[src/rtl/hgo_pkg.sv]
// Shared types, constants and direction tables of the gradient orientation core.
// No dependencies; used by every other file of the block but the defines header.
package hgo_pkg;

  localparam int MAX_WIDTH = 2048;
  localparam int COL_W     = $clog2(MAX_WIDTH);
  localparam int WIDTH_W   = 12;
  localparam int HEIGHT_W  = 16;
  localparam int CH_W      = 8;
  localparam int NCH       = 3;
  localparam int PIX_W     = CH_W * NCH;
  localparam int DIFF_W    = CH_W + 1;
  localparam int MAG_W     = 9;
  localparam int BIN_W     = 5;
  localparam int DIRS      = 9;
  localparam int IDX_W     = 4;
  localparam int COEF_W    = 15;
  localparam int DOT_W     = 24;
  localparam int BEST_W    = DOT_W - 1;
  localparam int ADDR_W    = 3;
  localparam int DATA_W    = 32;
  localparam int BIN_MAX   = 2 * DIRS - 1;
  localparam int MAG_MAX   = 2 * ((1 << CH_W) - 1);

  typedef logic [PIX_W-1:0] pix_t;
  typedef pix_t [2:0] wcol_t;   // [0] two rows up, [2] current row

  typedef struct packed {
    logic signed [DIFF_W-1:0] dx;
    logic signed [DIFF_W-1:0] dy;
    logic [MAG_W-1:0]         mag;
  } grad_t;

  typedef struct packed {
    logic                     valid;
    logic signed [DIFF_W-1:0] dx;
    logic signed [DIFF_W-1:0] dy;
    logic [MAG_W-1:0]         mag;
    logic signed [DOT_W-1:0]  dot;
    logic [BEST_W-1:0]        peak_dot;
    logic [BIN_W-1:0]         best_o;
  } ocell_t;

  // unit vectors scaled by 10000
  localparam logic signed [COEF_W-1:0] DIR_U [DIRS] = '{
    15'sd10000, 15'sd9397, 15'sd7660, 15'sd5000, 15'sd1736,
    -15'sd1736, -15'sd5000, -15'sd7660, -15'sd9397
  };
  localparam logic signed [COEF_W-1:0] DIR_V [DIRS] = '{
    15'sd0, 15'sd3420, 15'sd6428, 15'sd8660, 15'sd9848,
    15'sd9848, 15'sd8660, 15'sd6428, 15'sd3420
  };

  function automatic logic signed [COEF_W-1:0] dir_u(input logic [IDX_W-1:0] k);
    logic signed [COEF_W-1:0] r;
    r = '0;
    if (k < IDX_W'(DIRS)) r = DIR_U[k];
    return r;
  endfunction

  function automatic logic signed [COEF_W-1:0] dir_v(input logic [IDX_W-1:0] k);
    logic signed [COEF_W-1:0] r;
    r = '0;
    if (k < IDX_W'(DIRS)) r = DIR_V[k];
    return r;
  endfunction

  function automatic logic signed [DOT_W-1:0] dot_of(input logic [IDX_W-1:0] k,
                                                      input logic signed [DIFF_W-1:0] dx,
                                                      input logic signed [DIFF_W-1:0] dy);
    logic signed [DOT_W-1:0] pu;
    logic signed [DOT_W-1:0] pv;
    pu = DOT_W'(dir_u(k)) * DOT_W'(dx);
    pv = DOT_W'(dir_v(k)) * DOT_W'(dy);
    return pu + pv;
  endfunction

  function automatic logic [CH_W-1:0] abs_diff(input logic signed [DIFF_W-1:0] d);
    logic signed [DIFF_W-1:0] a;
    a = (d < 0) ? -d : d;
    return a[CH_W-1:0];
  endfunction

endpackage

[src/rtl/hgo_win_cell.sv]
// One column cell of the 3x3 pixel window; cells chain oldest to newest column.
// Depends on hgo_pkg.
module hgo_win_cell (
  input  logic           clk,
  input  logic           rst,
  input  logic           en,
  input  hgo_pkg::wcol_t col_in,
  output hgo_pkg::wcol_t col_q
);
  import hgo_pkg::*;

  always_ff @(posedge clk) begin
    if (rst) begin
      col_q <= '0;
    end else if (en) begin
      col_q <= col_in;
    end
  end
endmodule

[config.mk]
export PLATFORM = sky130hd
export DESIGN_NAME = hgo_win_cell
export DESIGN_NICKNAME = d
export VERILOG_FILES = /design/src/rtl/hgo_pkg.sv /design/src/rtl/hgo_win_cell.sv
export SDC_FILE = /design/constraint.sdc
export NUM_CORES = 1
export LEC_CHECK = 0
export BUFFER_PORTS_ARGS = -buffer_cell sky130_fd_sc_hd__buf_2
export CORE_MARGIN = 3
export CORE_UTILIZATION = 45
export CTS_BUF_LIST = sky130_fd_sc_hd__clkbuf_4
export DETAILED_ROUTE_END_ITERATION = 12
export GPL_ROUTABILITY_DRIVEN = 0
export GPL_TIMING_DRIVEN = 0
export PLACE_DENSITY = 0.85
export SLEW_MARGIN = 15
export SYNTH_ARGS = -nofsm -noshare
export SYNTH_HDL_FRONTEND = slang
export SYNTH_SLANG_ARGS = --single-unit
[constraint.sdc]
create_clock -name clk -period 1.06 [get_ports clk]
set_input_delay 0.212 -clock clk [delete_from_list [all_inputs] [get_ports clk]]
set_output_delay 0.212 -clock clk [all_outputs]
set_load 0.05 [all_outputs]
## Word-level counts from Yosys, hierarchy flattened

Cells that the tools add are included.
W data, S select, Z words.

- Memories: 0
- RAM bits: 0
- Latch bits: 0
- Input port bits: 75
- Word-level logic and storage cells: 3
- Output and inout bits: 72
- Bits in read-only memories: 0
- Flip-flop bits (word level): 72

- Multipliers: 0
- Divide/modulo/power cells: 0
- Add/subtract/negate cells: 0
- $lt $le $gt $ge: 0
- Equal/unequal tests: 0
- Shift-type cells: 0
- Reductions and logical operators: 0
- Bitwise operators: 0
- Mux-type cells: 0

## Logic depth before layout (Yosys ltp)

Gate-level depths: netlist of the first run.

- Depth in word-level cells: 0
- Depth in mapped cells: 4
- Mapped depth without buffers: 2

## Least setup slack after synthesis of the first run

OpenSTA, ideal clock, no wires.

- Kind: reg2reg
- Start point: register col_q[0] (netlist name)
- End point: register col_q[0] in the netlist's numbering
- Path slack: 0.178 ns
- Path buffers: 0
- Clock period less this slack: 0.882 ns
- Stages on the path, launching flop included: 3
- Required time: 0.995 ns
- Arrival time: 0.817 ns
- Setup time: 0.065 ns
- Cell sequence: dfxtp_1 > mux2i_1 > nor2_1

RTL lines:

| item | line | source |
|---|---|---|
| end signal, assigned | hgo_win_cell.sv:16 | `col_q <= col_in;` |
| end, declared | hgo_win_cell.sv:8 | `output hgo_pkg::wcol_t col_q` |

## Worst setup path in the final report of the first run

- Start point: register col_q[63] in the netlist's numbering
- End point: output port col_q[63] in the netlist's numbering

No word-level cell between the ends.

==> results.cfg, run 1 <==
[status]
status = finished, violations left
failed_checks = setup timing

[power_and_ir_drop]
p_sw_mw = 2.00
pwr-share-clk_pct = 28.5
switching_share_pct = 30.5
seqPwrFrac_pct = 46.4
power_density_nw_per_um2 = 1490
p_leak_nw = 2.18
intPower_mw = 4.57
combPwrFrac_pct = 25.0
max-vdd-ir-drop_mv = 0.992
finalPower_mw = 6.57

[drt]
vias = 2270
routedWlPerCell_um = 16.2
avgViaCountPerCell = 4.79
drc = 0
drtIter0Drc = 48
postRouteWirelength_mm = 7.70
antenna_left = 0
dr.pass1.iters = 7

[timing]
worst_pin_slew_ns = 0.432
slew_violations = 0
setup_violations = 72
hold_viol = 0
hold_slack_ns = 0.0389
rsz0062_at_grt = yes
slew_headroom_pct = 71.2
post-route-period-util_pct = 108
max_freq_mhz = 871
fin_ws_ns = -0.0882
period_needed_ns = 1.15
fin_skew_ns = 0

[clock_tree]
cts_tree = yes
cts_buffers = 9
clk_pin_slew_ns = 0.12
cts_num_sinks = 72
clockBufferDepth = 2
cts_root_buf = clkbuf_4
clk-insertion-delay-late_ns = 0.39
htree_levels = 3

[critical_path]
critical_path_class = flip-flop to output port
rr_startpoint = col_q[63]
slowest_stage = dfxtp_2
cpLargestDelayFamily = flip-flops
arrival_ns = 0.94
path_max_fanout = 2
crit_start = col_q[63]
crit_required_ns = 0.85
cp-end-kind = output port
path_cells = buf_8
start_kind = flip-flop
path_buf_inv = 1
cpPeakStageDelay_ns = 0.38

[layout]
top_regs = col_q (72)
multiInputGateArea_um2 = 991
fillers = 305
n_antenna_cell = 0
top_register = col_q
largest_reg_flops = 72
drive_above_1_share_pct = 61.9
finalNetCount = 474
final_cell_mix = 72 x buf_8, 72 x mux2i_1, 72 x nor2_1, 72 x dfxtp_2, 72 x buf_2
regArea_um2 = 1530
syn2layout_area_growth_pct = 71.2

[floorplan]
dieArea_um2 = 6680
fp.dieW_um = 81.7
core_um2 = 5340
die_h_um = 81.7
rows = 26
ioPinCount = 147
floorplan.initialDensity_pct = 48.4

[grt]
grt_first_pass_wirelength_mm = 10.9
grt_usage_pct = 21.8
grt_pass1_vias = 2316
antenna_found_initial = 0
grt_max_degree = 13
grt.overflow.total = 0

[yosys]
ys_seq_area_share_pct = 55.9
ys_types = 8
synth_nets = 307
synthCells = 232
yosys_register_bits = 72
post_synth.cell_area_avg_um2 = 11.1
yosysWarnings = 0
synthesis.area_um2 = 2580

[placement]
post-dp-hpwl_mm = 4.59
place.port_buffers = 144

[min_path]
min_path_type = primary input to flip-flop
worstHoldStart = col_in[7]

[flow_run]
max-cap-violations = 0
==> kinds of logic after synthesis <==
group	after synthesis	share of synthesized area (%)
mux	72	27.9
buf+inv	16	5.72
simple gates	72	10.5
flops	72	55.9
==> power by group through the flow <==
stage               Combinational [mW]  Sequential (mW)  Clock [mW]
CTS                               1.56             3.03        1.91
floorplan                        0.359             3.56           0
global route                      1.73             3.07        2.04
detailed placement                1.28             3.00           0
global placement                  1.26             3.00           0
finish                            1.64             3.05        1.87
==> per-stage QoR <==
step	TNS (ns)	util, %	area (um2)	setup WS, ns	instances
2_1_floorplan	0	-	2580	0.178	232
3_3_place_gp	0	63.5	3390	0.0283	446
3_5_place_dp	-0.110	63.5	3390	-0.0152	446
4_1_cts	-5.45	79.9	4260	-0.0920	466
5_1_grt	-7.77	82.8	4420	-0.137	474
6_report	-4.31	82.8	4420	-0.0882	474
==> synthesized netlist by cell type <==
master    number  share of area, %
dfxtp_1       72                56
nor2_1        72                10
clkbuf_2       1              0.19
mux2i_1       72                28
buf_8          7               4.1
buf_1          5              0.73
clkbuf_1       2              0.29
buf_6          1              0.44
==> timing repair <==
action	in CTS	in global routing
setup endpoints to repair	72	72
resized for setup	256	25
hold buffers	0	0
pin swaps	0	0
setup buffers	4	8
==> final timing paths <==
kind	endpoint	slack [ns]	cells after the start
hold / removal	col_q[7]	0.04	3
hold reg to reg	col_q[31]	0.51	2
setup / recovery	col_q[63]	-0.09	1
setup reg to reg	col_q[63]	0.08	4
==> final cells by class <==
class	count	area share (%)
buffer	16	3.34
multi-input combinational	144	22.4
clock buffer	9	1.53
timing repair buffer	156	34.1
sequential	72	34.7
clock inverter	7	1.95
tap	70	1.98
==> per-layer routing <==
| metal | GRT usage, % | wire length (um) | up-vias |
|---|---|---|---|
| met4 | 10.3 | 149 | 0 |
| met3 | 6.80 | 581 | 16 |
| met1 | 21.6 | 2860 | 1054 |
| met2 | 40.9 | 4120 | 100 |
| met5 | 0 | 0 | - |
| li1 | - | - | 1100 |
Note: power is estimated with default switching activity, not from simulation.
==> run 2, diff against run 1 <==
--- a/config.mk
+++ b/config.mk
@@ -6,6 +6,7 @@
 export NUM_CORES = 1
 export LEC_CHECK = 0
 export BUFFER_PORTS_ARGS = -buffer_cell sky130_fd_sc_hd__buf_2
+export CORE_ASPECT_RATIO = 0.9
 export CORE_MARGIN = 3
 export CORE_UTILIZATION = 45
 export CTS_BUF_LIST = sky130_fd_sc_hd__clkbuf_4
==> constraint.sdc (replaced) <==
create_clock -name clk -period 1.25 [get_ports clk]
set_input_delay 0.25 -clock clk [delete_from_list [all_inputs] [get_ports clk]]
set_output_delay 0.25 -clock clk [all_outputs]
set_load 0.05 [all_outputs]
==> results.cfg, run 2 (synthesized netlist as in run 1, its figures left out) <==
[critical_path]
cp-end-kind = output port
start_kind = flip-flop
r2r_cells = 2
crit_required_ns = 1.00
path_buf_inv = 1
rr_startpoint = col_q[53]
r2r_end = col_q[53]
ff2ff_setup_slack_ns = 0.58
path_cells = buf_6
cpPeakStageDelay_ns = 0.39
path_max_fanout = 2
critical_path_class = flip-flop to output port
cpLargestDelayFamily = flip-flops
slowest_stage = dfxtp_1
arrival_ns = 0.96

[timing]
worst_pin_slew_ns = 0.405
setup_violations = 0
fin_ws_ns = 0.0425
hold_viol = 0
period_needed_ns = 1.21
post-route-period-util_pct = 96.6
slew_violations = 0
final.setup.tns_ns = 0
slew_headroom_pct = 73.0
hold_slack_ns = 0.0837
fin_skew_ns = 0
max_freq_mhz = 828

[drt]
postRouteWirelength_mm = 6.23
antenna_left = 0
drc = 0
vias = 2121
dr.pass1.iters = 4
avgViaCountPerCell = 4.62
drtIter0Drc = 32
routedWlPerCell_um = 13.6

[grt]
grt_pass1_vias = 2129
grt_max_degree = 13
grt_usage_pct = 18.0
grt_first_pass_wirelength_mm = 9.56
grt.overflow.total = 0
antenna_found_initial = 0

[power_and_ir_drop]
power_density_nw_per_um2 = 1290
max-vdd-ir-drop_mv = 0.977
p_leak_nw = 2.01
finalPower_mw = 5.13

[placement]
pre_cts_ws_ns = 0.142
place.port_buffers = 144
post-dp-hpwl_mm = 4.42
placed_cell_area_um2 = 3380
dp.cells = 443

[floorplan]
floorplan.initialDensity_pct = 47.7
dieArea_um2 = 6680
rows = 25
die_h_um = 77.8
fp.dieW_um = 85.8
ioPinCount = 147
core_um2 = 5410

[clock_tree]
clockBufferDepth = 2
clk_pin_slew_ns = 0.12
cts_root_buf = clkbuf_4
htree_levels = 3
clk-insertion-delay-late_ns = 0.38
cts_num_sinks = 72
cts_buffers = 9
cts_tree = yes

[layout]
fin_area_um2 = 3960
top_register = col_q
finalNetCount = 462
fillers = 382
final_cell_count_no_fill = 459
drive_above_1_share_pct = 48.5
n_antenna_cell = 0
final_util_pct = 73.2
regArea_um2 = 1470
final_cell_mix = 72 x mux2i_1, 72 x nor2_1, 72 x buf_2, 64 x buf_6, 49 x dfxtp_1
top_regs = col_q (72)
largest_reg_flops = 72
multiInputGateArea_um2 = 991
syn2layout_area_growth_pct = 53.5

[min_path]
hold_end = col_q[48]
worstHoldStart = col_in[48]
holdPathStages = 3
min_path_type = primary input to flip-flop

[flow_run]
max-cap-violations = 0

[status]
status = finished clean
[run 2: cell count changes in the layout (fill, tap and decap cells not counted)]
cell / delta
clkinv_1: -1
bufinv_16: -1
dfxtp_2: -49
buf_6: +56
buf_8: -65
buf_4: -3
clkinv_2: +2
dfxtp_1: +49
[run 2: worst max-delay path by stage]
stage | endpoint | start | depth (start not counted)
after floorplan | col_q[23] | en | 4
final | col_q[43] | col_q[43] | 1
after CTS | col_q[12] | col_q[12] | 1
after detailed placement | col_q[15] | rst | 3
after global routing | col_q[43] | col_q[43] | 1
after global placement | col_q[57] | rst | 3
[run 2: power by group]
group / switching [mW] / internal (mW)
combinational: 0.743 / 0.492
clock: 0.769 / 0.589
sequential: 0.0937 / 2.44
total: 1.61 / 3.52
[run 2: area by class of cell]
| cell class | count | area share [%] |
|---|---|---|
| well taps | 67 | 2.12 |
| repair buffers | 144 | 28.7 |
| plain buffers | 16 | 3.73 |
| clock inverters | 7 | 1.58 |
| multi-input cells | 144 | 25.0 |
| clock buffers | 9 | 1.71 |
| flip-flops and latches | 72 | 37.1 |
[run 2: metal layers]
metal,share of wire [%],up-vias,wire (um),track usage (%)
met3,10,7,637,9.02
li1,-,1070,-,-
met2,52,91,3220,31.7
met1,37,953,2310,19.2
met5,0,-,0,0
met4,0.91,0,57,4.27
[run 2: tightest hold or removal path, stage by stage]
cell     delay [ns]
buf_2          0.08
mux2i_1        0.05
nor2_1         0.07
[run 2: repair_timing]
item,CTS,global route
pin swaps,0,0
setup buffers,0,0
endpoints found under the setup margin,72,63
resized for setup,72,86
hold buffers,0,0
