## src/rtl/hgo_pkg.sv

```systemverilog
// Shared types, constants and direction tables of the gradient orientation core.
// No dependencies; used by every other file of the block but the defines header.
package hgo_pkg;

  localparam int MAX_WIDTH = 2048;
  localparam int COL_W     = $clog2(MAX_WIDTH);
  localparam int WIDTH_W   = 12;
  localparam int HEIGHT_W  = 16;
  localparam int CH_W      = 8;
  localparam int NCH       = 3;
  localparam int PIX_W     = CH_W * NCH;
  localparam int DIFF_W    = CH_W + 1;
  localparam int MAG_W     = 9;
  localparam int BIN_W     = 5;
  localparam int DIRS      = 9;
  localparam int IDX_W     = 4;
  localparam int COEF_W    = 15;
  localparam int DOT_W     = 24;
  localparam int BEST_W    = DOT_W - 1;
  localparam int ADDR_W    = 3;
  localparam int DATA_W    = 32;
  localparam int BIN_MAX   = 2 * DIRS - 1;
  localparam int MAG_MAX   = 2 * ((1 << CH_W) - 1);

  typedef logic [PIX_W-1:0] pix_t;
  typedef pix_t [2:0] wcol_t;   // [0] two rows up, [2] current row

  typedef struct packed {
    logic signed [DIFF_W-1:0] dx;
    logic signed [DIFF_W-1:0] dy;
    logic [MAG_W-1:0]         mag;
  } grad_t;

  typedef struct packed {
    logic                     valid;
    logic signed [DIFF_W-1:0] dx;
    logic signed [DIFF_W-1:0] dy;
    logic [MAG_W-1:0]         mag;
    logic signed [DOT_W-1:0]  dot;
    logic [BEST_W-1:0]        peak_dot;
    logic [BIN_W-1:0]         best_o;
  } ocell_t;

  // unit vectors scaled by 10000
  localparam logic signed [COEF_W-1:0] DIR_U [DIRS] = '{
    15'sd10000, 15'sd9397, 15'sd7660, 15'sd5000, 15'sd1736,
    -15'sd1736, -15'sd5000, -15'sd7660, -15'sd9397
  };
  localparam logic signed [COEF_W-1:0] DIR_V [DIRS] = '{
    15'sd0, 15'sd3420, 15'sd6428, 15'sd8660, 15'sd9848,
    15'sd9848, 15'sd8660, 15'sd6428, 15'sd3420
  };

  function automatic logic signed [COEF_W-1:0] dir_u(input logic [IDX_W-1:0] k);
    logic signed [COEF_W-1:0] r;
    r = '0;
    if (k < IDX_W'(DIRS)) r = DIR_U[k];
    return r;
  endfunction

  function automatic logic signed [COEF_W-1:0] dir_v(input logic [IDX_W-1:0] k);
    logic signed [COEF_W-1:0] r;
    r = '0;
    if (k < IDX_W'(DIRS)) r = DIR_V[k];
    return r;
  endfunction

  function automatic logic signed [DOT_W-1:0] dot_of(input logic [IDX_W-1:0] k,
                                                      input logic signed [DIFF_W-1:0] dx,
                                                      input logic signed [DIFF_W-1:0] dy);
    logic signed [DOT_W-1:0] pu;
    logic signed [DOT_W-1:0] pv;
    pu = DOT_W'(dir_u(k)) * DOT_W'(dx);
    pv = DOT_W'(dir_v(k)) * DOT_W'(dy);
    return pu + pv;
  endfunction

  function automatic logic [CH_W-1:0] abs_diff(input logic signed [DIFF_W-1:0] d);
    logic signed [DIFF_W-1:0] a;
    a = (d < 0) ? -d : d;
    return a[CH_W-1:0];
  endfunction

endpackage

```

## src/rtl/hgo_orient_cell.sv

```systemverilog
// Orientation cell: tests one direction against the running best and forms the
// dot product for the next direction. Depends on hgo_pkg.
module hgo_orient_cell (
  input  logic                      clk,
  input  logic                      rst,
  input  logic                      en,
  input  logic [hgo_pkg::IDX_W-1:0] vec_idx,
  input  hgo_pkg::ocell_t           d_in,
  output hgo_pkg::ocell_t           d_q
);
  import hgo_pkg::*;

  logic signed [DOT_W:0]  dot_x;
  logic signed [DOT_W:0]  neg_x;
  logic signed [DOT_W:0]  best_x;
  logic [IDX_W-1:0]       idx_next;
  ocell_t                 d_next;

  always_comb begin
    dot_x    = {d_in.dot[DOT_W-1], d_in.dot};
    neg_x    = -dot_x;
    best_x   = {2'b00, d_in.peak_dot};
    idx_next = vec_idx + IDX_W'(1);
    d_next   = d_in;
    // positive dot wins ties against its negation
    if (dot_x > best_x) begin
      d_next.peak_dot = BEST_W'(dot_x);
      d_next.best_o   = BIN_W'(vec_idx);
    end else if (neg_x > best_x) begin
      d_next.peak_dot = BEST_W'(neg_x);
      d_next.best_o   = BIN_W'(vec_idx) + BIN_W'(DIRS);
    end
    d_next.dot = dot_of(idx_next, d_in.dx, d_in.dy);
  end

  always_ff @(posedge clk) begin
    if (rst) begin
      d_q.valid <= 1'b0;
    end else if (en) begin
      d_q <= d_next;
    end
  end
endmodule

```

## config.mk

```make
export PLATFORM = sky130hd
export DESIGN_NAME = hgo_orient_cell
export DESIGN_NICKNAME = d
export VERILOG_FILES = /design/src/rtl/hgo_pkg.sv /design/src/rtl/hgo_orient_cell.sv
export SDC_FILE = /design/constraint.sdc
export NUM_CORES = 1
export LEC_CHECK = 0
export ABC_AREA = 1
export BUFFER_PORTS_ARGS = -buffer_cell sky130_fd_sc_hd__clkbuf_2
export CAP_MARGIN = 5
export CORE_ASPECT_RATIO = 1.5
export CORE_UTILIZATION = 50
export CTS_BUF_LIST = sky130_fd_sc_hd__clkbuf_8
export DETAILED_ROUTE_END_ITERATION = 10
export HOLD_SLACK_MARGIN = 0.15
export PLACE_DENSITY = 0.71
export SLEW_MARGIN = 5
export SYNTH_ARGS = -nofsm -noshare
export SYNTH_HDL_FRONTEND = slang
export SYNTH_SLANG_ARGS = --single-unit
```

## constraint.sdc

```tcl
create_clock -name clk -period 6.6 [get_ports clk]
set_input_delay 0.33 -clock clk [delete_from_list [all_inputs] [get_ports clk]]
set_output_delay 0.33 -clock clk [all_outputs]
set_load 0.05 [all_outputs]
```

* Word-level counts from Yosys, hierarchy flattened
Memory sizes are Yosys's and may differ from the RTL's.
Cells that the tools add are included.
** Storage, ports and cells
- ROM bits :: 480
- Output and inout bits :: 80
- Bits in registers :: 80
- Bits of input ports :: 87
- Memories kept :: 2
- Logic and storage cells :: 31
** Cells by class
- Multiply operators :: 2
- $add $sub $neg :: 4
- Muxes and demuxes :: 8
- Magnitude comparators :: 4
- Reductions and logical operators :: 1
- Bitwise logic cells :: 2
** Memories
- (name not given) :: words 16, bits a word 15, read ports 1, clocked after Yosys merged registers in 0, write ports 0, line hgo_pkg.sv:64 : if (k < IDX_W'(DIRS)) r = DIR_V[k];
- (name not given) :: words 16, bits a word 15, read ports 1, clocked after Yosys merged registers in 0, write ports 0, line hgo_pkg.sv:57 : if (k < IDX_W'(DIRS)) r = DIR_U[k];
** Operators with widths (number)
- 15-bit 2-to-1 mux :: 6
- 28-bit 2-to-1 mux :: 2
- 15-bit by 9-bit multiplier with 24-bit output :: 2
- 25-bit by 24-bit greater-than comparator with 1-bit output :: 1
- 24-bit negator with 25-bit output :: 1
- 24-bit adder :: 1
- 24-bit greater-than comparator :: 1
- 4-bit by 4-bit adder with 5-bit output (second input constant) :: 1
- 5-bit >= comparator (second input constant) :: 1
- 4-bit NOT with 5-bit output :: 1
- 4-bit by 1-bit adder with 4-bit output (second input constant) :: 1
- 4-bit < comparator (second input constant) :: 1
- 2-bit AND reduction :: 1
- 1-bit NOT :: 1

* Depth between registers and ports, before layout
Gate-level depths: netlist of the first run.
- Depth in word-level cells :: 8
- Gate-level depth with buffers :: 37
- Depth with buffers taken out :: 37

* Worst setup path after synthesis of the first run
Ideal clock, no wire load.
- Path kind :: input to register
- Start point :: in vec_idx[0] (netlist bit)
- End point :: reg d_q[45] (netlist bit), data pin
- Cell stages on the path :: 28
- Data required time :: 6.335 ns
- Slack :: -0.129 ns
- Data arrival time :: 6.464 ns
- Setup time :: 0.265 ns
- Path buffers :: 0
- Cell sequence :: ha_1 -> nor2_1 -> nor2_4 -> nor2_1 -> inv_1 -> nor2_1 -> a21oi_1 -> inv_1 -> nand2_1 -> fa_1 -> inv_1 -> fa_1 -> inv_1 -> fa_1 -> fa_1 -> inv_1 -> fa_1 -> fa_1 -> fa_1 -> ha_1 -> a21o_1 -> nand3_1 -> nand3_1 -> nand3_1 -> nand2_1 -> a31oi_1 -> o21ai_0 -> xor2_1
** RTL lines
- start, declared :: line hgo_orient_cell.sv:7 : input logic [hgo_pkg::IDX_W-1:0] vec_idx,
- end signal, assigned :: line hgo_orient_cell.sv:40 : d_q <= d_next;
- end, declared :: line hgo_orient_cell.sv:9 : output hgo_pkg::ocell_t d_q

==> parameters.txt, run 1 <==
Parameter                              Value

Layout
  Flip-flop count of the largest register, all copies and words added ... 80
  Final instance area ... about 17000 um2
  Registers with the highest flip-flop counts ... d_q: 80 flops
  Synthesis-to-finish area growth ... 25.8%
  Post-layout nets ... roughly 2.3k
  Ratio of cells with drive above 1 in the final layout ... about 28%
  Share of the core filled with cells ... 64.0%
  Register bank with the most flops ... d_q
  Ant. Diodes ... 0

Synthesis
  Cell taking the most area after synthesis ... fa_1
  Synthesized area divided by synthesized cell count ... 8.90 um2
  Post-synthesis sequential element count ... 80
  Number of cells produced by synthesis ... between 1.5k and 2k
  Synth Area in Adders ... a little under half
  Dominant cell by count in the synthesized netlist ... inv_1
  Post-synthesis instance area ... between 10000 and 15000 um2
  Async set-reset flop share out of synthesis ... 0%
  Sequential area share after synthesis ... 17.7%
  Mux cell area share after synthesis ... 0%
  Synth area leaders ... fa_1 32%, edfxtp_1 18%, ha_1 14%, inv_1 9.8%, nand2_1 7.3%
  Post-synthesis share of cell area spent on xor and xnor gates ... around 3.3%
  Post-synthesis share of cell area spent on and, or, nand and nor gates ... 17.9%
  Leading cell types by count after synthesis ... 352 x inv_1, 263 x nand2_1, 217 x fa_1
  Post-synth top area share ... 32.1%
  Distinct cell type count after synthesis ... 49
  Synth Net Count ... 1980
  Dominant register cell in the synthesized netlist ... edfxtp_1
  Largest family of logic cells by synthesized area ... adder cells
  Number of enable flip-flop cells after synthesis ... 79
  Number of warnings issued by yosys ... 0
  Synth Area in Compound Gates ... ~3.3%

Clocking
  Clock edge transition at the registers on the reported setup and hold paths ... approximately 0.11 ns
  Total clock buffers created by CTS ... 9
  Clock tree from TritonCTS ... done
  Root buffer cell ... clkbuf_8
  Worst skew pair latency ... around 0.4 ns
  H-tree lvl count ... 3
  CTS Sinks ... 80
  Clock Tree Buf Depth ... 2

Critical path
  FF-to-FF Start ... d_q[79]$_SDFFE_PP0P_
  Type of the worst setup path ... primary input to flip-flop
  Cell occurring most often along the worst timing path ... fa_1
  Endpoint of the lowest-slack register-to-register path ... d_q[79]$_SDFFE_PP0P_
  Critical path endpoint category ... flip-flop
  Crit-path max FO ... 5
  CP top delay family ... adder cells
  Required time worst endpoint ... ~6.8 ns
  Arrival time of data at the critical path endpoint ... between 6 and 7 ns
  Sort of element at the start of the critical path ... primary input
  Critical path's largest stage delay ... between 0.5 and 0.6 ns
  Worst R2R Path Depth ... 3
  Worst Path Buf+Inv ... 8
  Register-to-Register Setup Slack ... between 5 and 6 ns
  Slowest CP cell ... fa_1

Route
  DRT iter0 DRCs ... between 500 and 600
  Number of vias per cell after detailed routing ... around 5.2
  # DRC ... 0
  WL per Instance ... between 15 and 20 um
  Detailed-route wire length ... 41300 um
  Number of vias in the routed layout ... roughly 12k
  Antenna-violating nets left ... 0
  First-pass detailed-route iteration total ... 5

Flow run
  Max-capacitance violation count ... 0

Floorplanning
  Floorplan die height ... just over 200 um
  Area enclosed by the die boundary ... between 20000 and 30000 um2
  Core box area ... 26600 um2
  Horiz. Die Dim ... 136 um
  Std cell rows ... 73
  I/O pin count ... ~170
  Starting utilization of the core area ... 50.9%

GRT
  First-pass GRT wire length ... 63200 um
  Maximum number of pins on one net before global-route repair ... 47
  All-layer global routing usage ... slightly above 30%
  Global route total overflow ... 0
  Vias in the first global route ... approximately 12k
  Number of antenna violations at the first check in global routing ... 0

Placed design
  Last weighted congestion value of the routability-driven placer ... between 0.9 and 1
  Placed inst area ... 16000 um2
  Count of buffers from port buffering ... 166
  Detailed Place HPWL ... 34300 um

STA
  Fin crit period ... 6.50 ns
  Final Max Tran Viols ... 0
  Final setup violating endpoints ... 0
  Worst Hold Margin ... 0.184 ns
  Setup repair after global routing missed its margin ... true
  Relative max-transition margin ... slightly below 30%
  Final clock skew ... 0 ns
  Final Hold Violating Endpoints ... 0
  Period utilisation layout ... a little over nine tenths
  Pin slew with the least headroom to its limit ... between 1 and 1.5 ns
  Peak clock frequency supported by timing ... between 0.15 and 0.2 GHz

Worst hold path
  Min-Delay Startpoint ... d_in[65]
  Hold-critical path depth ... 1
  Worst Hold Path EP ... d_q[65]$_DFFE_PP_
  Class of the tightest hold or removal check ... primary input to flip-flop

Outcome
  Outcome ... completed
## cell families (layout without fill, tap and decap cells)
kind of cell,Yosys count,in the layout
AO/OA/AOI/OAI,80,80
XOR/XNOR,50,50
adder cells (fa/ha/maj),373,373
buffers and inverters,390,757
flip-flops,80,80
AND/OR/NAND/NOR,547,547
## final cells by class
cell class                      instances  area, um2
Fill cell                            2240       9570
Tap cell                              337        422
Sequential cell                        80       2390
Clock inverter                          7       68.8
Multi-Input combinational cell       1050      10200
Inverter                              371       1400
Clock buffer                            9        124
Timing Repair Buffer                  370       2450
## layout by cell type, fill, tap and decap left out, types with 15 or more instances in the layout
cell,Yosys,layout
ha_1,156,141
clkbuf_2,0,164
buf_4,1,182
ha_4,0,15
edfxtp_1,79,79
nor2_2,8,21
inv_2,13,22
nand2_2,4,16
nand2_1,263,250
nand3_2,19,26
fa_1,217,207
xor2_1,34,33
a21oi_1,39,30
nor2_1,160,136
nand3_1,63,55
inv_1,352,341
## layer usage
metal	wire (um)	global-route usage, %
met5	0	0
met2	22800	58.3
met4	3210	22.2
met1	13700	30.3
met3	1580	4.37
## timing repair
action,4_1_cts,5_1_grt
hold buffers,14,0
gates resized for setup,28,110
hold endpoints to repair,13,0
cloned,0,1
pin swaps,13,65
endpoints found under the setup margin,6,10
setup buffers,6,13
## worst max path at each step
stage                    start                 to  cells past startpoint
CTS                 vec_idx[0]  d_q[43]$_DFFE_PP_                     29
global route        vec_idx[1]  d_q[51]$_DFFE_PP_                     32
detailed placement  vec_idx[0]  d_q[43]$_DFFE_PP_                     29
global placement    vec_idx[0]  d_q[50]$_DFFE_PP_                     31
floorplan           vec_idx[0]  d_q[45]$_DFFE_PP_                     28
finish              vec_idx[1]  d_q[51]$_DFFE_PP_                     32
## stage by stage
| stage | setup slack [ns] | cells | setup TNS, ns |
|---|---|---|---|
| 2_1_floorplan | 0.0157 | 1520 | 0 |
| 3_3_place_gp | -0.589 | 2176 | -5.01 |
| 3_5_place_dp | -0.658 | 2176 | -5.94 |
| 4_1_cts | 0.00124 | 2211 | 0 |
| 5_1_grt | -0.136 | 2224 | -0.394 |
| 6_report | 0.0971 | 2224 | 0 |
Power of run 1 is left out: the tool's default activity adds up to more than one toggle a clock period on the data nets, which glitch-free logic cannot reach.
==> run 2, diff against run 1 <==
--- a/config.mk
+++ b/config.mk
@@ -8,7 +8,7 @@
 export ABC_AREA = 1
 export BUFFER_PORTS_ARGS = -buffer_cell sky130_fd_sc_hd__clkbuf_2
 export CAP_MARGIN = 5
-export CORE_ASPECT_RATIO = 1.5
+export CORE_ASPECT_RATIO = 0.6
 export CORE_UTILIZATION = 50
 export CTS_BUF_LIST = sky130_fd_sc_hd__clkbuf_8
 export DETAILED_ROUTE_END_ITERATION = 10
==> run 2 against run 1 <==
  * Global-route usage shrank 0.17 points
  * Maximum frequency down 0.34%
  * Final area is 0.96% lower
  * First-iteration DRC count is 81% higher
  * Routed wire length is 0.54% higher
  * Non-clock buffer count is 27 lower
  * Sequential share of layout area grew 0.14 points
  * Clock skew unchanged
  * Via count shrank 2.6%
  * Largest cell class unchanged
  * Highest routed layer is now met5
==> parameters.txt, run 2 (synthesis results as in run 1) <==
Parameter                              Value

Route
  Routed length on met1 ... just over 20000 um
  WL per Instance ... between 15 and 20 um
  Routed wire length on met2 ... around 15000 um
  Routed wire length on met3 ... 5180 um
  # DRC ... 0
  First-pass detailed-route iteration total ... 5
  DRT iter0 DRCs ... ~930
  Number of vias per cell after detailed routing ... slightly above 5
  Antenna-violating nets left ... 0
  Number of vias in the routed layout ... 11.3k
  Detailed-route wire length ... just over 40000 um
  Uppermost routed layer ... met5

Critical path
  Type of the worst setup path ... primary input to flip-flop
  Sort of element at the start of the critical path ... primary input
  Required time worst endpoint ... between 6 and 7 ns
  Slowest CP cell ... fa_1
  Arrival time of data at the critical path endpoint ... between 6 and 7 ns
  Crit-path max FO ... 7
  FF-to-FF Start ... d_q[79]$_SDFFE_PP0P_
  Worst R2R Path Depth ... 3
  Endpoint of the lowest-slack register-to-register path ... d_q[79]$_SDFFE_PP0P_
  Register-to-Register Setup Slack ... 5.47 ns
  Critical path endpoint category ... flip-flop
  Cell occurring most often along the worst timing path ... fa_1
  Critical path's largest stage delay ... 0.58 ns

Layout
  Register bank with the most flops ... d_q
  Post-layout nets ... about 2.3k
  Share of the core filled with cells ... a little under two thirds
  Registers with the highest flip-flop counts ... d_q: 80 flops
  Synthesis-to-finish area growth ... 24.5%
  Flip-flop count of the largest register, all copies and words added ... 80
  Commonest non-fill, non-tap cell in the layout ... inv_1
  Total of fill cells in the finished design ... about 2.3k
  Final instance area ... between 15000 and 20000 um2
  Commonest cells after routing, fill and taps aside ... 343 x inv_1, 253 x nand2_1, 205 x fa_1
  Ratio of cells with drive above 1 in the final layout ... 26.8%
  Ant. Diodes ... 0

Clocking
  Total clock buffers created by CTS ... 9
  Clock tree from TritonCTS ... done
  H-tree lvl count ... 3
  CTS Sinks ... 80
  Root buffer cell ... clkbuf_8
  Worst skew pair latency ... ~0.42 ns
  Clock edge transition at the registers on the reported setup and hold paths ... about 0.11 ns
  Clock Tree Buf Depth ... 2

Placed design
  Detailed Place HPWL ... 34800 um
  Count of buffers from port buffering ... about 170
  Last weighted congestion value of the routability-driven placer ... around 1.0
  Placed inst area ... 15900 um2

Floorplanning
  Horiz. Die Dim ... between 200 and 250 um
  Floorplan die height ... between 100 and 150 um
  Area enclosed by the die boundary ... between 20000 and 30000 um2
  Starting utilization of the core area ... between 50% and 60%
  Std cell rows ... 46
  I/O pin count ... between 150 and 200
  Core box area ... ~26000 um2

STA
  Fin crit period ... ~6.5 ns
  Final Hold Violating Endpoints ... 0
  Peak clock frequency supported by timing ... 0.153 GHz
  Final setup violating endpoints ... 0
  Final clock skew ... 0 ns
  Final TNS setup ... 0 ns
  Pin slew with the least headroom to its limit ... about 0.94 ns
  Period utilisation layout ... 98.9%
  Relative max-transition margin ... a little under two fifths
  Final Max Tran Viols ... 0

Flow run
  Max-capacitance violation count ... 0

Worst hold path
  Class of the tightest hold or removal check ... primary input to flip-flop
  Hold-critical path depth ... 1
  Worst Hold Path EP ... d_q[65]$_DFFE_PP_
  Min-Delay Startpoint ... d_in[65]

GRT
  All-layer global routing usage ... between 30 and 40%
  Vias in the first global route ... approximately 11k
  Global route total overflow ... 0
  Number of antenna violations at the first check in global routing ... 1
  First-pass GRT wire length ... between 60000 and 70000 um
  Maximum number of pins on one net before global-route repair ... 52

Outcome
  Outcome ... completed
==> run 2: changes by cell type in the layout (fill, tap and decap cells not counted), sizes merged <==
| cell | delta |
|---|---|
| inv | +2 |
| clkinvlp | -1 |
| dlygate4sd3 | -1 |
| buf | -27 |
| clkbuf | +1 |
| clkinv | -2 |
| bufinv | +1 |
==> run 2: worst max-delay path by stage <==
stage | startpoint | to | cells after the start
finish | vec_idx[0] | d_q[51]$_DFFE_PP_ | 30
global route | vec_idx[0] | d_q[51]$_DFFE_PP_ | 35
CTS | vec_idx[0] | d_q[51]$_DFFE_PP_ | 31
detailed placement | vec_idx[1] | d_q[51]$_DFFE_PP_ | 30
global placement | vec_idx[0] | d_q[51]$_DFFE_PP_ | 30
floorplan | vec_idx[0] | d_q[45]$_DFFE_PP_ | 28
==> run 2: critical path: cells and delay by family <==
family	cells	cell delay, ns
compound gates	2	0.24
xor+xnor	1	0.14
fa+ha+maj	9	4.05
buf+inv	4	0.35
simple gates	14	1.59
==> run 2: metrics by stage <==
step,hold slack [ns],setup WS [ns],instances
after floorplan,0.399,0.0157,1520
after global placement,0.446,-0.498,2186
after detailed placement,0.463,-0.630,2186
after CTS,0.151,-0.00724,2215
after global routing,0.184,-0.139,2220
final,0.196,0.0746,2220
==> run 2: area by class of cell <==
class,count,area [um2],share of cell area (%)
tap,360,450,2.67
clock inverter,7,109,0.646
inverter,371,1410,8.36
timing repair buffer,343,2220,13.2
sequential,80,2390,14.2
clock buffer,9,124,0.735
multi-input combinational,1050,10100,60.2
==> run 2: layer usage <==
layer / GRT usage, % / up-vias
li1: - / 5317
met1: 48.9 / 5463
met2: 38.8 / 510
met3: 11.9 / 44
met4: 5.50 / 2
met5: 0 / -
==> run 2: what timing repair did <==
| item | in CTS | in global routing |
|---|---|---|
| hold buffers | 13 | 0 |
| gates resized for setup | 4 | 121 |
| setup buffers | 0 | 6 |
| hold endpoints to repair | 12 | 0 |
| endpoints found under the setup margin | 4 | 10 |
| pin swaps | 0 | 60 |
| cloned | 0 | 0 |
Power of run 2 is left out for the same reason.
==> run 3, diff against run 2 <==
--- a/config.mk
+++ b/config.mk
@@ -5,13 +5,13 @@
 export SDC_FILE = /design/constraint.sdc
 export NUM_CORES = 1
 export LEC_CHECK = 0
-export ABC_AREA = 1
 export BUFFER_PORTS_ARGS = -buffer_cell sky130_fd_sc_hd__clkbuf_2
 export CAP_MARGIN = 5
 export CORE_ASPECT_RATIO = 0.6
 export CORE_UTILIZATION = 50
 export CTS_BUF_LIST = sky130_fd_sc_hd__clkbuf_8
 export DETAILED_ROUTE_END_ITERATION = 10
+export GPL_ROUTABILITY_DRIVEN = 1
 export HOLD_SLACK_MARGIN = 0.15
 export PLACE_DENSITY = 0.71
 export SLEW_MARGIN = 5
==> run 3 against run 2 <==
  * Area after synthesis decreased by 0.47%
  * Sequential share of layout area is 0.14 points lower
  * Maximum frequency fell by 3.5%
  * Via count down 3.9%
  * Register-to-register slack got worse by 0.04 ns
  * Critical path type unchanged
  * Die area shrank 0.46%
  * The run now ends with negative setup slack left
==> parameters.txt, run 3 <==
Parameter                              Value

Layout
  Ant. Diodes ... 0
  Ratio of cells with drive above 1 in the final layout ... ~28%
  Area occupied by registers ... 2390 um2
  Number of non-filler instances in the completed layout ... around 2.1k
  Flip-flop count of the largest register, all copies and words added ... 80
  Synthesis-to-finish area growth ... 26.4%
  Register bank with the most flops ... d_q
  Share of the core filled with cells ... between 60% and 70%
  Post-layout nets ... ~2.2k
  Registers with the highest flip-flop counts ... d_q: 80 flops
  Commonest non-fill, non-tap cell in the layout ... inv_1
  Commonest cells after routing, fill and taps aside ... 262 x inv_1, 214 x fa_1, 174 x buf_4
  Total of fill cells in the finished design ... between 2k and 2.5k
  Area taken by multi-input logic gates ... 10400 um2

Floorplanning
  Area enclosed by the die boundary ... 27600 um2
  Std cell rows ... 46
  Floorplan die height ... between 100 and 150 um
  I/O pin count ... ~170
  Starting utilization of the core area ... just over 50%
  Core box area ... 26400 um2
  Horiz. Die Dim ... between 200 and 250 um

GRT
  First-pass GRT wire length ... just over 60000 um
  Number of antenna violations at the first check in global routing ... 0
  Gr busiest metal ... met1
  Global route total overflow ... 0
  Maximum number of pins on one net before global-route repair ... 80
  All-layer global routing usage ... about 30%
  GR met2 Demand/Resource ... between 40% and 50%
  GR met1 Demand/Resource ... 43.5%
  Global Route met3 Usage ... a little over 10%
  Vias in the first global route ... 11.2k

STA
  Final Max Tran Viols ... 0
  Fin crit period ... ~6.8 ns
  Relative max-transition margin ... between 20% and 30%
  Pin slew with the least headroom to its limit ... between 1 and 1.5 ns
  Setup slack of the critical path after layout ... -0.162 ns
  Period utilisation layout ... 102%
  Final Hold Violating Endpoints ... 0
  Final clock skew ... 0 ns
  Setup repair after global routing missed its margin ... true
  Final TNS setup ... -0.499 ns
  Final setup violating endpoints ... 6
  Peak clock frequency supported by timing ... 0.148 GHz

Placed design
  Count of buffers from port buffering ... 166
  Detailed Place HPWL ... 31500 um
  # placed instances ... ~2.0k
  Last weighted congestion value of the routability-driven placer ... ~0.98
  Post-placement worst setup slack ... -0.869 ns

Clocking
  CTS Sinks ... 80
  Worst skew pair latency ... approximately 0.42 ns
  Clock edge transition at the registers on the reported setup and hold paths ... between 0.1 and 0.15 ns
  Clock tree from TritonCTS ... done
  Root buffer cell ... clkbuf_8
  Total clock buffers created by CTS ... 9
  Clock Tree Buf Depth ... 2
  H-tree lvl count ... 3

Synthesis
  Synth area leaders ... fa_1 32%, edfxtp_1 18%, ha_1 14%, inv_1 7.4%, and2_1 4.4%
  Synthesized area divided by synthesized cell count ... a little under 10 um2
  Post-synth top area share ... between 30% and 40%
  Sequential area share after synthesis ... between 15 and 20%
  Cell taking the most area after synthesis ... fa_1
  Synth Net Count ... about 1.8k
  Dominant register cell in the synthesized netlist ... edfxtp_1
  Distinct cell type count after synthesis ... 63
  Number of warnings issued by yosys ... 0
  Leading cell types by count after synthesis ... 267 x inv_1, 217 x fa_1, 156 x ha_1
  Post-synthesis sequential element count ... 80
  Number of cells produced by synthesis ... around 1.4k
  Post-synthesis instance area ... approximately 13000 um2
  Dominant cell by count in the synthesized netlist ... inv_1
  Number of enable flip-flop cells after synthesis ... between 70 and 80
  Async set-reset flop share out of synthesis ... 0%

Flow run
  Max-capacitance violation count ... 0

Route
  Detailed-route wire length ... roughly 38000 um
  # DRC ... 0
  Number of vias per cell after detailed routing ... ~5.3
  Number of vias in the routed layout ... about 11k
  First-pass detailed-route iteration total ... 5
  WL per Instance ... roughly 18 um
  Antenna-violating nets left ... 0
  DRT iter0 DRCs ... about 870

Critical path
  Critical path endpoint category ... flip-flop
  Crit-path max FO ... 6
  Sort of element at the start of the critical path ... primary input
  Type of the worst setup path ... primary input to flip-flop
  Required time worst endpoint ... ~6.8 ns
  Arrival time of data at the critical path endpoint ... slightly below 7 ns

Outcome
  Outcome ... finished, violations left
  Violations in the final reports ... negative setup slack

Worst hold path
  Class of the tightest hold or removal check ... primary input to flip-flop
## run 3: changes by cell type after synthesis, moves of 13 or more
| cell | before | now |
|---|---|---|
| nand2_1 | 263 | 122 |
| nor2_1 | 160 | 55 |
| and2_1 | 0 | 94 |
| inv_1 | 352 | 267 |
| nand3_1 | 63 | 13 |
| clkbuf_1 | 4 | 32 |
| xnor2_1 | 15 | 39 |
| nand3_2 | 19 | 1 |
| mux2i_1 | 0 | 17 |
| xor2_1 | 34 | 17 |
| inv_2 | 13 | 0 |
| o21ai_1 | 3 | 16 |
## run 3: routing by layer
layer,wire [um],share of wire [%]
met1,18200,48
met2,15700,41
met3,3920,10
met4,450,1.2
met5,0,0
## run 3: cells by family after synthesis
logic type	count (synthesis)	synth area share, %
multiplexers	19	1.43
AND/OR/NAND/NOR	372	14.1
AO/OA/AOI/OAI	160	7.57
flip-flops	80	17.8
adder cells (fa/ha/maj)	373	46.8
buffers and inverters	307	8.74
XOR/XNOR	56	3.64
## run 3: worst paths after layout
kind	from	endpoint	slack [ns]	cells past startpoint
max reg2reg	d_q[79]$_SDFFE_PP0P_	d_q[79]$_SDFFE_PP0P_	5.43	3
min	d_in[5]	d_q[5]$_DFFE_PP_	0.22	2
max	vec_idx[1]	d_q[50]$_DFFE_PP_	-0.16	27
min reg2reg	d_q[79]$_SDFFE_PP0P_	d_q[79]$_SDFFE_PP0P_	1.11	3
## run 3: cell type report
cell class,count,share of cell area [%]
clock inverter,7,0.794
multi-input combinational,980,61.1
clock buffer,9,0.728
sequential,80,14.1
inverter,267,5.89
tap,360,2.65
timing repair buffer,368,14.8
## run 3: stage by stage
step | area [um2] | hold WS, ns
final | 17000 | 0.222
after global routing | 17000 | 0.212
after CTS | 16900 | 0.200
after detailed placement | 16100 | 0.505
after global placement | 16100 | 0.480
after floorplan | 13700 | 0.402
## run 3: what timing repair did
| item | 4_1_cts | 5_1_grt |
|---|---|---|
| setup buffers | 13 | 8 |
| hold endpoints to repair | 11 | 0 |
| endpoints found under the setup margin | 7 | 7 |
| hold buffers | 12 | 0 |
| pin swaps | 58 | 20 |
| gates resized for setup | 70 | 17 |
## run 3: critical path, cell delays in order
cell      delay [ns]
clkbuf_8        0.13
ha_4            0.19
xor2_4          0.20
buf_12          0.15
buf_8           0.10
nand2_4         0.05
a21oi_4         0.14
a31o_4          0.14
buf_4           0.11
nand2b_4        0.14
nand2_1         0.09
fa_1            0.54
inv_1           0.05
fa_1            0.50
fa_1            0.45
fa_1            0.50
fa_1            0.60
fa_1            0.49
ha_1            0.31
ha_2            0.19
or3_1           0.38
or3_4           0.40
a41o_4          0.27
a21oi_4         0.17
o21ai_1         0.10
a21oi_2         0.13
xnor2_1         0.08
Power of run 3 is left out for the same reason.
